===== src/hw/rtl/ltc_pkg.sv =====
// Shared types and codes for the domain tag cache.
`default_nettype none
package ltc_pkg;

	localparam int KEY_W = 64;
	localparam int OCC_W = 7;

	typedef logic [KEY_W-1:0] key_t;
	typedef logic [OCC_W-1:0] occ_t;

	typedef enum logic [1:0] {
		OP_FETCH = 2'd0,
		OP_QUERY = 2'd1,
		OP_CLEAR = 2'd2,
		OP_SPARE = 2'd3
	} op_t;

	typedef enum logic [1:0] {
		ST_DONE = 2'd0,
		ST_MISS = 2'd1,
		ST_NEG  = 2'd2,
		ST_OFF  = 2'd3
	} status_t;

	localparam logic CFG_CAPACITY  = 1'b0;
	localparam logic CFG_ON_DEMAND = 1'b1;

	localparam occ_t CAPACITY_RST = 7'd2;

	// Control broadcast from the sequencer to every cell.
	typedef struct packed {
		logic look;       // compare the request key this cycle
		logic shift_hit;  // move the hit entry to the front
		logic shift_miss; // insert at the front, shifting the first count cells
		occ_t occ;        // live entries
		occ_t count;      // cells touched by a miss insertion
		key_t key;        // request key, time step in the upper half
	} cell_ctl_t;

endpackage
`default_nettype wire


===== src/hw/rtl/ltc_cell.sv =====
// One position of the recency chain: key register, tag compare and shift.
`default_nettype none
module ltc_cell #(
	parameter int IDX = 0
) (
	input  wire                clk,
	input  wire                arst_n,
	input  ltc_pkg::cell_ctl_t ctl,
	input  ltc_pkg::key_t      prev_key,
	output ltc_pkg::key_t      key_out,
	input  wire                hit_in,
	output logic               hit_out,
	input  ltc_pkg::key_t      tap_in,
	output ltc_pkg::key_t      tap_out
);

	localparam ltc_pkg::occ_t POS = ltc_pkg::occ_t'(IDX);

	ltc_pkg::key_t key_q;
	logic          match_q;
	logic          live;
	logic          shift;

	assign live    = POS < ctl.occ;
	assign hit_out = hit_in | match_q;
	// cells at or in front of the hit move back by one
	assign shift   = ctl.shift_hit ? (hit_in | match_q)
	                               : (ctl.shift_miss && (POS < ctl.count));
	// least recent live entry sits at occ - 1
	assign tap_out = tap_in | ((POS == ctl.occ - 7'd1) ? key_q : '0);
	assign key_out = key_q;

	always_ff @(posedge clk or negedge arst_n) begin
		if (!arst_n) begin
			match_q <= 1'b0;
		end else if (ctl.look) begin
			match_q <= live && (key_q == ctl.key);
		end
	end

	always_ff @(posedge clk) begin
		if (shift) begin
			key_q <= prev_key;
		end
	end

endmodule
`default_nettype wire


===== src/hw/rtl/ltc_ctrl.sv =====
// Request sequencer: configuration, occupancy, counters and result register.
`default_nettype none
module ltc_ctrl #(
	parameter int MAX_ENTRIES = 8
) (
	input  wire                clk,
	input  wire                arst_n,
	input  wire                cfg_wen,
	input  wire                cfg_index,
	input  wire  [6:0]         cfg_data,
	input  wire                in_valid,
	output logic               in_ready,
	input  wire  [1:0]         operation,
	input  wire  signed [31:0] domain_id,
	input  wire  signed [31:0] time_step,
	output logic               out_valid,
	input  wire                out_ready,
	output logic [1:0]         status,
	output logic               present,
	output logic               evicted_valid,
	output logic signed [31:0] evicted_domain,
	output logic signed [31:0] evicted_time,
	output logic [31:0]        loads_total,
	output logic [31:0]        purges_total,
	output ltc_pkg::cell_ctl_t ctl,
	input  wire                hit_any,
	input  ltc_pkg::key_t      tap_key
);

	localparam ltc_pkg::occ_t MAX_OCC = ltc_pkg::occ_t'(MAX_ENTRIES);

	typedef enum logic [1:0] {
		S_IDLE,
		S_LOOK,
		S_UPD
	} state_t;

	state_t          state_q;
	ltc_pkg::occ_t   capacity_q;
	logic            on_demand_q;
	ltc_pkg::occ_t   occ_q;
	logic [31:0]     loads_q;
	logic [31:0]     purges_q;
	logic [1:0]      op_q;
	logic [31:0]     dom_q;
	logic [31:0]     tim_q;
	ltc_pkg::key_t   tap_q;
	logic            out_valid_q;
	logic [1:0]      status_q;
	logic            present_q;
	logic            ev_valid_q;
	ltc_pkg::key_t   ev_key_q;

	ltc_pkg::occ_t   cap_eff;
	logic            out_free;
	logic            upd_fire;
	logic            accept;
	logic            active;
	logic            fetch_hit;
	logic            fetch_miss;
	logic            evict;
	logic [1:0]      status_d;

	assign cap_eff  = (capacity_q > MAX_OCC) ? MAX_OCC : capacity_q;
	assign out_free = !out_valid_q || out_ready;
	assign upd_fire = (state_q == S_UPD) && out_free;
	assign in_ready = (state_q == S_IDLE) || upd_fire;
	assign accept   = in_valid && in_ready;

	assign active     = ((op_q == ltc_pkg::OP_FETCH) || (op_q == ltc_pkg::OP_QUERY))
	                    && on_demand_q && !dom_q[31];
	assign fetch_hit  = active && (op_q == ltc_pkg::OP_FETCH) && hit_any;
	assign fetch_miss = active && (op_q == ltc_pkg::OP_FETCH) && !hit_any;
	assign evict      = fetch_miss && (occ_q >= cap_eff);

	always_comb begin
		status_d = ltc_pkg::ST_DONE;
		if ((op_q == ltc_pkg::OP_FETCH) || (op_q == ltc_pkg::OP_QUERY)) begin
			if (!on_demand_q) begin
				status_d = ltc_pkg::ST_OFF;
			end else if (dom_q[31]) begin
				status_d = ltc_pkg::ST_NEG;
			end else if (fetch_miss) begin
				status_d = ltc_pkg::ST_MISS;
			end
		end
	end

	always_comb begin
		ctl.look       = (state_q == S_LOOK);
		ctl.shift_hit  = upd_fire && fetch_hit;
		ctl.shift_miss = upd_fire && fetch_miss;
		ctl.occ        = occ_q;
		ctl.count      = evict ? occ_q : occ_q + 7'd1;
		ctl.key        = {tim_q, dom_q};
	end

	always_ff @(posedge clk or negedge arst_n) begin
		if (!arst_n) begin
			state_q     <= S_IDLE;
			capacity_q  <= ltc_pkg::CAPACITY_RST;
			on_demand_q <= 1'b0;
			occ_q       <= '0;
			loads_q     <= '0;
			purges_q    <= '0;
			out_valid_q <= 1'b0;
		end else begin
			if (cfg_wen) begin
				if (cfg_index == ltc_pkg::CFG_CAPACITY) begin
					capacity_q <= cfg_data;
				end else begin
					on_demand_q <= cfg_data[0];
				end
			end
			if (upd_fire) begin
				out_valid_q <= 1'b1;
			end else if (out_ready) begin
				out_valid_q <= 1'b0;
			end
			case (state_q)
				S_IDLE: begin
					if (accept) begin
						state_q <= S_LOOK;
					end
				end
				S_LOOK: begin
					state_q <= S_UPD;
				end
				S_UPD: begin
					if (upd_fire) begin
						state_q <= accept ? S_LOOK : S_IDLE;
						if (op_q == ltc_pkg::OP_CLEAR) begin
							occ_q <= '0;
						end else if (fetch_miss && !evict) begin
							occ_q <= occ_q + 7'd1;
						end
						if (fetch_miss) begin
							loads_q <= loads_q + 32'd1;
						end
						if (evict) begin
							purges_q <= purges_q + 32'd1;
						end
					end
				end
				default: begin
					state_q <= S_IDLE;
				end
			endcase
		end
	end

	// request and result payload
	always_ff @(posedge clk) begin
		if (accept) begin
			op_q  <= operation;
			dom_q <= domain_id;
			tim_q <= time_step;
		end
		if (state_q == S_LOOK) begin
			tap_q <= tap_key;
		end
		if (upd_fire) begin
			status_q   <= status_d;
			present_q  <= active && (op_q == ltc_pkg::OP_QUERY) && hit_any;
			ev_valid_q <= evict;
			if (!evict) begin
				ev_key_q <= '0;
			end else if (occ_q == '0) begin
				ev_key_q <= {tim_q, dom_q};
			end else begin
				ev_key_q <= tap_q;
			end
		end
	end

	assign out_valid      = out_valid_q;
	assign status         = status_q;
	assign present        = present_q;
	assign evicted_valid  = ev_valid_q;
	assign evicted_domain = ev_key_q[31:0];
	assign evicted_time   = ev_key_q[63:32];
	assign loads_total    = loads_q;
	assign purges_total   = purges_q;

`ifndef NO_ASSERTIONS
	a_occ_bound: assert property (@(posedge clk) disable iff (!arst_n)
		occ_q <= MAX_OCC)
		else $error("occupancy above store depth");

	a_grow_within_cap: assert property (@(posedge clk) disable iff (!arst_n)
		(upd_fire && fetch_miss && !evict) |=> (occ_q <= $past(cap_eff)))
		else $error("insertion grew occupancy past capacity");

	a_result_after_upd: assert property (@(posedge clk) disable iff (!arst_n)
		$rose(out_valid_q) |-> $past(state_q == S_UPD))
		else $error("result raised outside the update step");

	a_evict_is_miss: assert property (@(posedge clk) disable iff (!arst_n)
		(out_valid_q && ev_valid_q) |-> (status_q == ltc_pkg::ST_MISS))
		else $error("eviction reported without a miss");
`endif

endmodule
`default_nettype wire


===== src/hw/rtl/lru_domain_tag_cache.sv =====
// Fully associative LRU tag cache keyed by domain id and time step.
//
// Input channel (in_valid/in_ready) takes one request: operation, domain_id,
// time_step. Output channel (out_valid/out_ready) returns one result per
// request. Configuration: cfg_wen writes cfg_data into register cfg_index
// (0 capacity, 1 on_demand) at the clock edge; write only while idle.
// Each request passes through a compare step (S_LOOK), which checks its key
// against every live cell, and an update step (S_UPD), which shifts the
// recency chain and loads the result register; the next request can be
// accepted in the update step of the one before it. The chain length MAX_ENTRIES
// sets the depth of the hit and eviction taps across the cells.
// Reset clears occupancy, the load and purge counters, capacity to 2 and
// on_demand to 0; stored keys are not cleared.
// While the receiver stalls the result is held, the request that follows it
// is compared, and then the block waits before updating the chain.
`default_nettype none
module lru_domain_tag_cache #(
	parameter int MAX_ENTRIES = 8
) (
	input  wire                clk,
	input  wire                arst_n,
	input  wire                cfg_wen,
	input  wire                cfg_index,
	input  wire  [6:0]         cfg_data,
	input  wire                in_valid,
	output logic               in_ready,
	input  wire  [1:0]         operation,
	input  wire  signed [31:0] domain_id,
	input  wire  signed [31:0] time_step,
	output logic               out_valid,
	input  wire                out_ready,
	output logic [1:0]         status,
	output logic               present,
	output logic               evicted_valid,
	output logic signed [31:0] evicted_domain,
	output logic signed [31:0] evicted_time,
	output logic [31:0]        loads_total,
	output logic [31:0]        purges_total
);

	ltc_pkg::cell_ctl_t ctl;
	ltc_pkg::key_t      key_c  [MAX_ENTRIES];
	ltc_pkg::key_t      prev_c [MAX_ENTRIES];
	ltc_pkg::key_t      tap_c  [MAX_ENTRIES+1];
	logic               hit_c  [MAX_ENTRIES+1];

	assign tap_c[0]           = '0;
	assign hit_c[MAX_ENTRIES] = 1'b0;

	ltc_ctrl #(
		.MAX_ENTRIES(MAX_ENTRIES)
	) u_ctrl (
		.clk            (clk),
		.arst_n         (arst_n),
		.cfg_wen        (cfg_wen),
		.cfg_index      (cfg_index),
		.cfg_data       (cfg_data),
		.in_valid       (in_valid),
		.in_ready       (in_ready),
		.operation      (operation),
		.domain_id      (domain_id),
		.time_step      (time_step),
		.out_valid      (out_valid),
		.out_ready      (out_ready),
		.status         (status),
		.present        (present),
		.evicted_valid  (evicted_valid),
		.evicted_domain (evicted_domain),
		.evicted_time   (evicted_time),
		.loads_total    (loads_total),
		.purges_total   (purges_total),
		.ctl            (ctl),
		.hit_any        (hit_c[0]),
		.tap_key        (tap_c[MAX_ENTRIES])
	);

	for (genvar i = 0; i < MAX_ENTRIES; i++) begin : g_cell
		if (i == 0) begin : g_head
			assign prev_c[i] = ctl.key;
		end else begin : g_body
			assign prev_c[i] = key_c[i-1];
		end

		ltc_cell #(
			.IDX(i)
		) u_cell (
			.clk      (clk),
			.arst_n   (arst_n),
			.ctl      (ctl),
			.prev_key (prev_c[i]),
			.key_out  (key_c[i]),
			.hit_in   (hit_c[i+1]),
			.hit_out  (hit_c[i]),
			.tap_in   (tap_c[i]),
			.tap_out  (tap_c[i+1])
		);
	end

endmodule
`default_nettype wire


===== config.mk =====
export PLATFORM = sky130hd
export DESIGN_NAME = lru_domain_tag_cache
export DESIGN_NICKNAME = d
export VERILOG_FILES = /design/src/hw/rtl/ltc_pkg.sv /design/src/hw/rtl/ltc_cell.sv /design/src/hw/rtl/ltc_ctrl.sv /design/src/hw/rtl/lru_domain_tag_cache.sv
export SDC_FILE = /design/constraint.sdc
export NUM_CORES = 1
export LEC_CHECK = 0
export BUFFER_PORTS_ARGS = -buffer_cell sky130_fd_sc_hd__buf_2
export CAP_MARGIN = 40
export CORE_UTILIZATION = 61
export CTS_CLUSTER_DIAMETER = 80
export DETAILED_ROUTE_END_ITERATION = 10
export PLACE_DENSITY = 0.8
export SLEW_MARGIN = 15
export SYNTH_ARGS = -nofsm -noshare
export SYNTH_HDL_FRONTEND = slang
export SYNTH_HIERARCHICAL = 1
export SYNTH_SLANG_ARGS = --single-unit
export TNS_END_PERCENT = 20

===== constraint.sdc =====
create_clock -name clk -period 10.1 [get_ports clk]
set_input_delay 1.515 -clock clk [delete_from_list [all_inputs] [get_ports clk]]
set_output_delay 1.515 -clock clk [all_outputs]
set_load 0.05 [all_outputs]

# Yosys cells after proc, flatten, opt, wreduce, memory -nomap -nowiden
# Index checks and enable logic that the tools add are counted.
# W data, S select, Z words.
[op_classes]
addsub = 4
n_mul = 0
div_mod_pow = 0
magnitude_cmp = 18
eq_ne = 21
n_shift = 0
n_mux = 30
bitwise = 15
n_reduce_logical = 48
[op_table]
columns = ["op", "n"]
rows = [
  ["$mux W64", 9],
  ["$eq A64 B64 Y1", 8],
  ["$or A64 B64 Y64", 7],
  ["$add A32 B1 Y32 const B", 2],
  ["$lt A3 B7 Y1 const A", 8],
  ["$logic_and A1 B1 Y1", 29],
  ["$eq A3 B7 Y1 const A", 4],
  ["$lt A1 B7 Y1 const A", 4],
  ["$lt A2 B7 Y1 const A", 4],
  ["$mux W7", 4],
  ["$eq A2 B7 Y1 const A", 2],
  ["$logic_not A7 Y1", 2],
  ["$mux W1", 12],
  ["$reduce_and A3 Y1", 3],
  ["$mux W2", 4],
  ["$add A7 B1 Y7 const B", 1],
  ["$eq A1 B7 Y1 const A", 1],
  ["$ge A7 B7 Y1", 1],
  ["$gt A7 B4 Y1 const B", 1],
  ["$or A1 B1 Y1", 7],
  ["$sub A7 B1 Y7 const B", 1],
  ["$pmux W2 S3", 1],
  ["$reduce_and A2 Y1", 3],
  ["$eq A2 B1 Y1 const B", 2],
  ["other kinds (7)", 16],
]
[totals]
register_bits = 800
latch_bits = 0
mem_bits_rw = 0
mem_bits_ro = 0
in_bits = 79
out_inout_bits = 134
n_memories = 0

# Logic depth before layout (Yosys ltp)
# Gate-level depths: netlist of run 1.
[depth]
ltp_word = 14
ltp_mapped = 17
depth_no_buf = 17

# Hierarchy
# Netlist of run 1, hierarchy kept.
[modules_own_cells]
columns = ["mod", "instances", "cells_each", "area_each_um2", "seq_area_each_um2"]
rows = [
  ["ltc_ctrl", 1, 807, 10908.0, 7998.9],
  ["ltc_cell (g_cell[0].u_cell)", 1, 257, 3370.7, 1946.9],
  ["ltc_cell (g_cell[6].u_cell)", 1, 250, 3352.0, 1946.9],
  ["ltc_cell (g_cell[3].u_cell)", 1, 243, 3334.4, 1946.9],
  ["ltc_cell (g_cell[1].u_cell)", 1, 239, 3324.4, 1946.9],
  ["ltc_cell (g_cell[4].u_cell)", 1, 244, 3306.9, 1946.9],
  ["ltc_cell (g_cell[7].u_cell)", 1, 243, 3306.9, 1946.9],
  ["ltc_cell (g_cell[2].u_cell)", 1, 243, 3304.4, 1946.9],
  ["ltc_cell (g_cell[5].u_cell)", 1, 241, 3294.4, 1946.9],
  ["lru_domain_tag_cache", 1, 1, 3.8, 0.0],
]

# Worst setup path before layout of run 1
# Ideal clock, no wire load.
[synth_path]
kind = "flip-flop to flip-flop"
from = "register g_cell[7].u_cell.match_q"
to = "register g_cell[4].u_cell.key_q[0] (enable)"
setup_ns = 0.574
arrival_time_ns = 8.398
required_ns = 9.526
setup_slack_ns = 1.128
stages_incl_launch_ff = 17
path_buffers = 1
synth_period_minus_slack_ns = 8.972
cell_sequence = "dfrtp_1 -> or2_2 -> or2_2 -> or2_2 -> or2_2 -> or2_2 -> or2_2 -> or2_2 -> or2_2 -> nor3_4 -> nand2_1 -> buf_2 -> o21ai_0 -> o21ai_0 -> nand2_1 -> nand2_1 -> o21ai_0"
[synth_lines]
columns = ["element", "line", "source"]
rows = [
  ["start: declaration", "ltc_cell.sv:20", "logic match_q;"],
  ["start signal: assignment", "ltc_cell.sv:37", "match_q <= live && (key_q == ctl.key);"],
  ["end signal: assignment", "ltc_cell.sv:43", "key_q <= prev_key;"],
  ["end: declaration", "ltc_cell.sv:19", "ltc_pkg::key_t key_q;"],
]

==> impl_results.md, run 1 <==
* Worst EP arrival at 6.39 ns
* Final setup violation count at 0
* Die Width at about 250 um
* Root buffer cell: clkbuf_16
* Clock Path Buffers at 3
* Worst Hold Class: reg2reg
* Clk_skew at 0.0246 ns
* CTS sink count at 800
* R2R depth at 19
* Area of the core at 0.0606 mm2
* CP required at 10.45 ns
* Syn avg cell area at ~14 um2
* Hold path cells at 1
* WS Path Type: reg2reg
* Max-cap check violation count at 0
* Synth area leaders: edfxtp_1, a21o_1, xnor2_1
* Total number of vias at 26000
* Area growth syn-to-layout at 13.9%
* Power density cells at 185 mW/mm2
* Power, Total at 7.89 mW
* Initial DRC count at 3295
* Yosys reg bits at 800
* Cell variety after synth at 76
* Proportion of synthesized area in mux cells at less than 1%
* Initial Util at 61.9%
* Startpoint types: flip-flop
* Fmax at 0.166 GHz
* CTS tree: built
* Hold buffers post-CTS at 0
* Post-synth top cells: edfxtp_1, a21o_1, xnor2_1
* Status: complete, no violations
* Number of synthesized flops with an enable pin at 710
* Final ANT Viol Nets at 0
* XOR/XNOR share of the synthesized area at 11.4%
* Worst vdd ir at 0.000161 V
* CTS Buf Count at 83
* Final period utilization at between 50% and 60%
* Worst path top cell family by delay: simple AND/OR/NAND/NOR gates
* Final HPWL DP at 93900 um
* Sequential share of the synthesized area at 62.9%
* Ys flop type: edfxtp_1
* DIE HEIGHT at 250 um
* Post-CTS sizing at 0
* CP max-delay cell: or4_1
* Worst slew pin tran at 0.996 ns
* Grt ovf at 0
* CP cell instances: or2_2 > or2_2 > or2_2 > or2_2 > or2_2 > or2_2 > or2_2 > or2_2 > nor3_4 > nand2_2 > buf_4 > inv_1 > nor2_1 > xor2_1 > or4_1 > o31ai_1 > o21ai_4 > buf_4 > buf_16
* Skew-Pair Late Insertion Delay at 0.66 ns
* Rows at 90
* Worst path depth at 19
* I/O Pins at 213
* RSZ-0062 raised after global routing: no
* Initial antenna violation count at 1
* Adder-cell share of the synthesized area at 0.367%
* Number of global-route vias before repair at 24900
* Synth top area share at a little under three fifths
* Residual DRC at 0
* Wire per inst at 31.6 um
* Fraction of layout cells with a size suffix above 1 at 15.4%
* CTS H-tree lvls at 3
* Largest family of logic cells by synthesized area: compound AO/OA/AOI/OAI gates
* Total Die Area at 0.0625 mm2
* Setup crit end kind: flip-flop
* Tmin final at 6.04 ns
* Synth Area in Simple Gates at under 10%
* Count leader, synth: edfxtp_1
* Bufs and invs on worst path at 4
* Compound-Gate Fraction of Synth Area at 13.9%
* 1st-pass router iterations at 6
* First-pass GRT wire length at 177000 um
* Most used cell, CP: or2_2
* Routability cong. at 1.01
* Synthesized cell area at between 0.03 and 0.04 mm2
* Setup_tns at 0 ns
* Post-Syn Instances at 2768
* Async SR Flop Fraction at 11.3%
* Largest fanout on the critical path at 70
* Worst-path clk slew at roughly 0.06 ns
* Via density at ~6.5
* Layout Nets at 3233
* Gr usage total at 40.1%
* Area leader, netlist: edfxtp_1
* Final count of hold timing violations at 0
* Rel. slew slack at 33.6%
* Largest net degree at the start of global routing at 71
* I/O Buffers at 212
* P_leak at 17.3 nW
* Setup Fix Bufs, Post-CTS at 0
* Synth Warn # at 6
* Crit path largest cell delay at 0.59 ns
* Total Wirelength at between 100000 and 150000 um
* Max-slew violations at 0
[state kept, by name, indices dropped and copies added (netlist names)]
signal,cells
u_ctrl/on_demand_q,1
u_ctrl/tim_q,32
u_ctrl/present,1
u_ctrl/status,2
u_ctrl/tap_q,64
u_ctrl/loads_total,32
u_ctrl/evicted_valid,1
u_ctrl/state_q,2
u_ctrl/dom_q,32
g_cell.u_cell/match_q,8
u_ctrl/op_q,2
u_ctrl/purges_total,32
u_ctrl/occ_q,7
u_ctrl/ev_key_q,64
u_ctrl/capacity_q,7
g_cell.u_cell/key_out,512
u_ctrl/out_valid,1
[logic make-up after synthesis]
family,count (synthesis)
flops,800
buf+inv,184
mux,8
fa+ha+maj,11
other cells,2
simple gates,560
compound gates,713
xor+xnor,490
[final timing paths]
check / endpoint / from / slack (ns)
min: u_ctrl/purges_total[31] / u_ctrl/purges_total[31] / 0.46
min in group asynchronous: u_ctrl/purges_total[11] / arst_n / 0.75
max reg2reg: g_cell[1].u_cell/key_out[47] / g_cell[7].u_cell/match_q / 4.06
max in group asynchronous: u_ctrl/capacity_q[1] / arst_n / 8.46
min reg2reg: u_ctrl/purges_total[31] / u_ctrl/purges_total[31] / 0.46
max: g_cell[1].u_cell/key_out[47] / g_cell[7].u_cell/match_q / 4.06
[cell type report]
class                   instances  area [um2]
clock inverters                41         398
repair buffers                304        1920
fillers                      4124       17900
diodes                          1        2.50
inverters                     104         390
multi-input cells            1850       13200
well taps                     782         978
flip-flops and latches        800       23600
clock buffers                 110        2260
[metrics by stage]
stage	instance area (um2)	hold WS, ns	utilization, %	cells	worst slack (ns)
after global routing	42700	0.487	70.5	3991	3.91
after floorplan	37800	0.448	-	2834	1.13
after CTS	42600	0.469	70.3	3986	4.11
after global placement	39800	0.438	65.6	3825	4.30
final	42700	0.464	70.5	3992	4.06
after detailed placement	39900	0.461	65.9	3835	4.15
[placed cells by master, fill, tap and decap left out, types with 7 or more instances in the layout]
cell       count
nand2_1      201
dfrtp_1       89
nor2b_1        9
and3_1        14
conb_1        68
clkbuf_1      20
nand2b_1      28
xnor2_1      395
nor4_1        56
o21ai_0       15
clkinv_2      13
xor2_1        95
o22ai_1       29
buf_4         79
clkbuf_16     84
buf_2        214
or2_2          8
o2111ai_1     10
a21o_2        17
mux2_2         8
a21o_1       497
clkinv_1      13
a21oi_1       70
o21ai_4        8
nand3_1       36
and4_1         8
nor2_1        31
a22o_1         8
edfxtp_1     710
ha_1          11
nand4_1      111
nor3_1        10
inv_1        103
buf_16         7
[layer usage]
metal  GRT usage (%)  vias to the layer above  share of wire [%]
met4            22.1                        0                5.9
met2            60.0                     1850                 45
met3            5.60                      284                 10
li1                -                    11000                  -
met1            57.2                    12800                 39
met5               0                        -                  0
[power breakdown]
part | leakage [nW] | internal [mW] | switching, mW
registers | 7.67 | 3.68 | 0.0751
logic | 8.35 | 0.354 | 0.748
clock network | 1.31 | 1.71 | 1.32
total | 17.3 | 5.75 | 2.14
[worst reg2reg max path, delay by kind of cell (launching register included)]
family / cells / cell delay (ns)
and+or+nand+nor: 12 / 3.51
buffers and inverters: 4 / 1.04
AOI/OAI and AO/OA: 2 / 0.51
DFF: 1 / 0.39
xor gates and xnor gates: 1 / 0.22
(Power assumes the default switching activity.)
==> run 2: changes to the inputs <==
Settings changed: CORE_UTILIZATION 61 to 55, PLACE_DENSITY 0.8 to 0.76.
Clock period 10.1 ns to 4.9 ns, I/O delays scaled along.
==> run 2 against run 1 <==
Against the previous run: cell count rose by 2.6%; clock skew fell by 0.0030 ns; die area rose by 11%; sequential share of layout area fell by 0.54 points; setup slack got worse by 4.0 ns; non-clock buffer count rose by 7; count of clock-buffer cells in the layout rose by 2; via count fell by 1.2%.
==> impl_results.md, run 2 (same netlist as run 1, synthesis figures left out) <==
* Via density at 6.27
* Fin worst setup slack at 0.0703 ns
* Residual DRC at 0
* Most common cell after layout, fill and taps aside: edfxtp_1
* Fraction of layout cells with a size suffix above 1 at between 15 and 20%
* Setup_tns at 0 ns
* Skew-Pair Late Insertion Delay at 0.65 ns
* Flip-flop count of the largest register after layout at 512
* Worst EP arrival at 5.17 ns
* CTS tree: built
* Total number of vias at 25700
* Sw power at 4.41 mW
* Clk_skew at 0.0216 ns
* R2R Setup Slk at 0.07 ns
* Rows at 95
* Int Pwr at 12.2 mW
* Most frequent cells in the layout: edfxtp_1, a21o_1, xnor2_1
* Root buffer cell: clkbuf_16
* Met2 usage at 55.1%
* Worst hold slack at 0.120 ns
* First-pass GRT wire length at 182000 um
* Initial DRC count at 3739
* Max-slew violations at 0
* Post-DP Area at between 0.04 and 0.05 mm2
* Layout Nets at 3242
* Initial Util at 55.7%
* Worst vdd ir at 0.000340 V
* Worst-path clk slew at 0.06 ns
* Rel. slew slack at 36.5%
* Tmin final at 4.83 ns
* Crit path largest cell delay at 0.62 ns
* I/O Buffers at 212
* Switch share at 26.6%
* Fmax at 0.207 GHz
* WS Path Type: reg2reg
* Cells after DPL at ~4000
* CP required at about 5.2 ns
* Wire per inst at 31.8 um
* Seq pwr share at 47.0%
* Total Die Area at just under 0.07 mm2
* Grt ovf at 0
* CTS Buf Count at 85
* Busiest layer in global routing: met2
* Power, Total at ~17 mW
* Worst slew pin tran at 0.946 ns
* Combinational Power Share at 13.7%
* I/O Pins at 213
* Initial antenna violation count at 1
* Worst R2R Start: u_ctrl/capacity_q[5]
* Status: complete, no violations
* Die Width at 263 um
* Layout fillers at 5097
* Final setup violation count at 0
* FF+latch area at roughly 0.024 mm2
* Design Area, Final at 0.0431 mm2
* Number of global-route vias before repair at 24600
* 1st-pass router iterations at 6
* Final HPWL DP at approximately 100000 um
* Largest net degree at the start of global routing at 65
* Routability cong. at around 1.1
* Multi-input logic area at 0.0133 mm2
* Worst Hold Class: in2async
* Final ANT Viol Nets at 0
* Power density cells at 385 mW/mm2
* Max-cap check violation count at 0
* R2R Path End: g_cell[0].u_cell/key_out[15]
* Final count of hold timing violations at 0
* Final cell count without fillers at slightly above 4000
* Area growth syn-to-layout at 15.0%
* Startpoint types: flip-flop
* Final design utilization at 64.1%
* Largest fanout on the critical path at 56
* R2R depth at 14
* CTS H-tree lvls at 3
* CP max-delay cell: a2111oi_0
* Clock Path Buffers at 3
* Setup crit end kind: flip-flop
* Total Wirelength at 130000 um
* Final period utilization at 98.6%
* GR Util met1 at 54.7%
* Dpl ws at 0.121 ns
* CTS sink count at 800
* Gr usage total at 37.5%
* RSZ-0062 raised after global routing: no
* GR Util met3 at 5.52%
* DIE HEIGHT at 263 um
* Clock network power share at 39.3%
* CP cell instances: nor4_2 > and2_1 > ha_1 > nand2b_1 > a2111oi_0 > o21ai_1 > buf_4 > nand2_2 > nand2_4 > xnor2_4 > or4_1 > o41ai_1 > o21ai_4 > buf_12
* Area of the core at 0.0673 mm2
* P_leak at 17.5 nW
-- run 2: power by group through the flow --
stage | clock [mW] | sequential (mW) | combinational (mW)
final | 6.52 | 7.80 | 2.27
after global routing | 6.81 | 7.81 | 2.35
after CTS | 6.58 | 7.79 | 2.22
after detailed placement | 0 | 7.93 | 2.19
after global placement | 0 | 7.93 | 2.15
after floorplan | 0 | 8.11 | 1.15
-- run 2: how the worst max path moves through the flow --
stage	slack [ns]	start	endpoint	depth (start not counted)
final	0.07	u_ctrl/capacity_q[5]	g_cell[0].u_cell/key_out[15]	14
after CTS	0.06	u_ctrl/capacity_q[5]	g_cell[1].u_cell/key_out[7]	15
after floorplan	-1.41	g_cell[6].u_cell/match_q	g_cell[1].u_cell/key_out[0]	15
after global placement	0.23	u_ctrl/capacity_q[5]	g_cell[1].u_cell/key_out[10]	15
after detailed placement	0.12	g_cell[7].u_cell/match_q	g_cell[1].u_cell/key_out[10]	17
after global routing	0.01	g_cell[7].u_cell/match_q	g_cell[0].u_cell/key_out[15]	16
-- run 2: worst max-delay path: cells and delay by family (launching register included) --
family                   cells  cell delay, ns
XOR/XNOR                     1            0.19
AO/OA/AOI/OAI                4            1.54
AND/OR/NAND/NOR              6            1.62
flip-flops                   1            0.40
adder cells (fa/ha/maj)      1            0.22
buffers and inverters        2            0.47
-- run 2: layer usage --
layer | wire length (um) | share of wire, %
met1 | 55000 | 42
met2 | 56300 | 43
met3 | 11600 | 8.9
met4 | 7350 | 5.6
met5 | 0 | 0
-- run 2: layout make-up --
type	instances	share of cell area, %
clock buffers	112	5.48
inverters	104	0.920
flip-flops and latches	800	54.7
well taps	873	2.53
diodes	1	0.00580
clock inverters	46	1.02
multi-input cells	1850	30.9
repair buffers	311	4.48
-- run 2: repair_timing --
item,CTS,global route
gates resized for setup,0,2
hold buffers,0,0
setup buffers,0,0
setup endpoints to repair,0,211
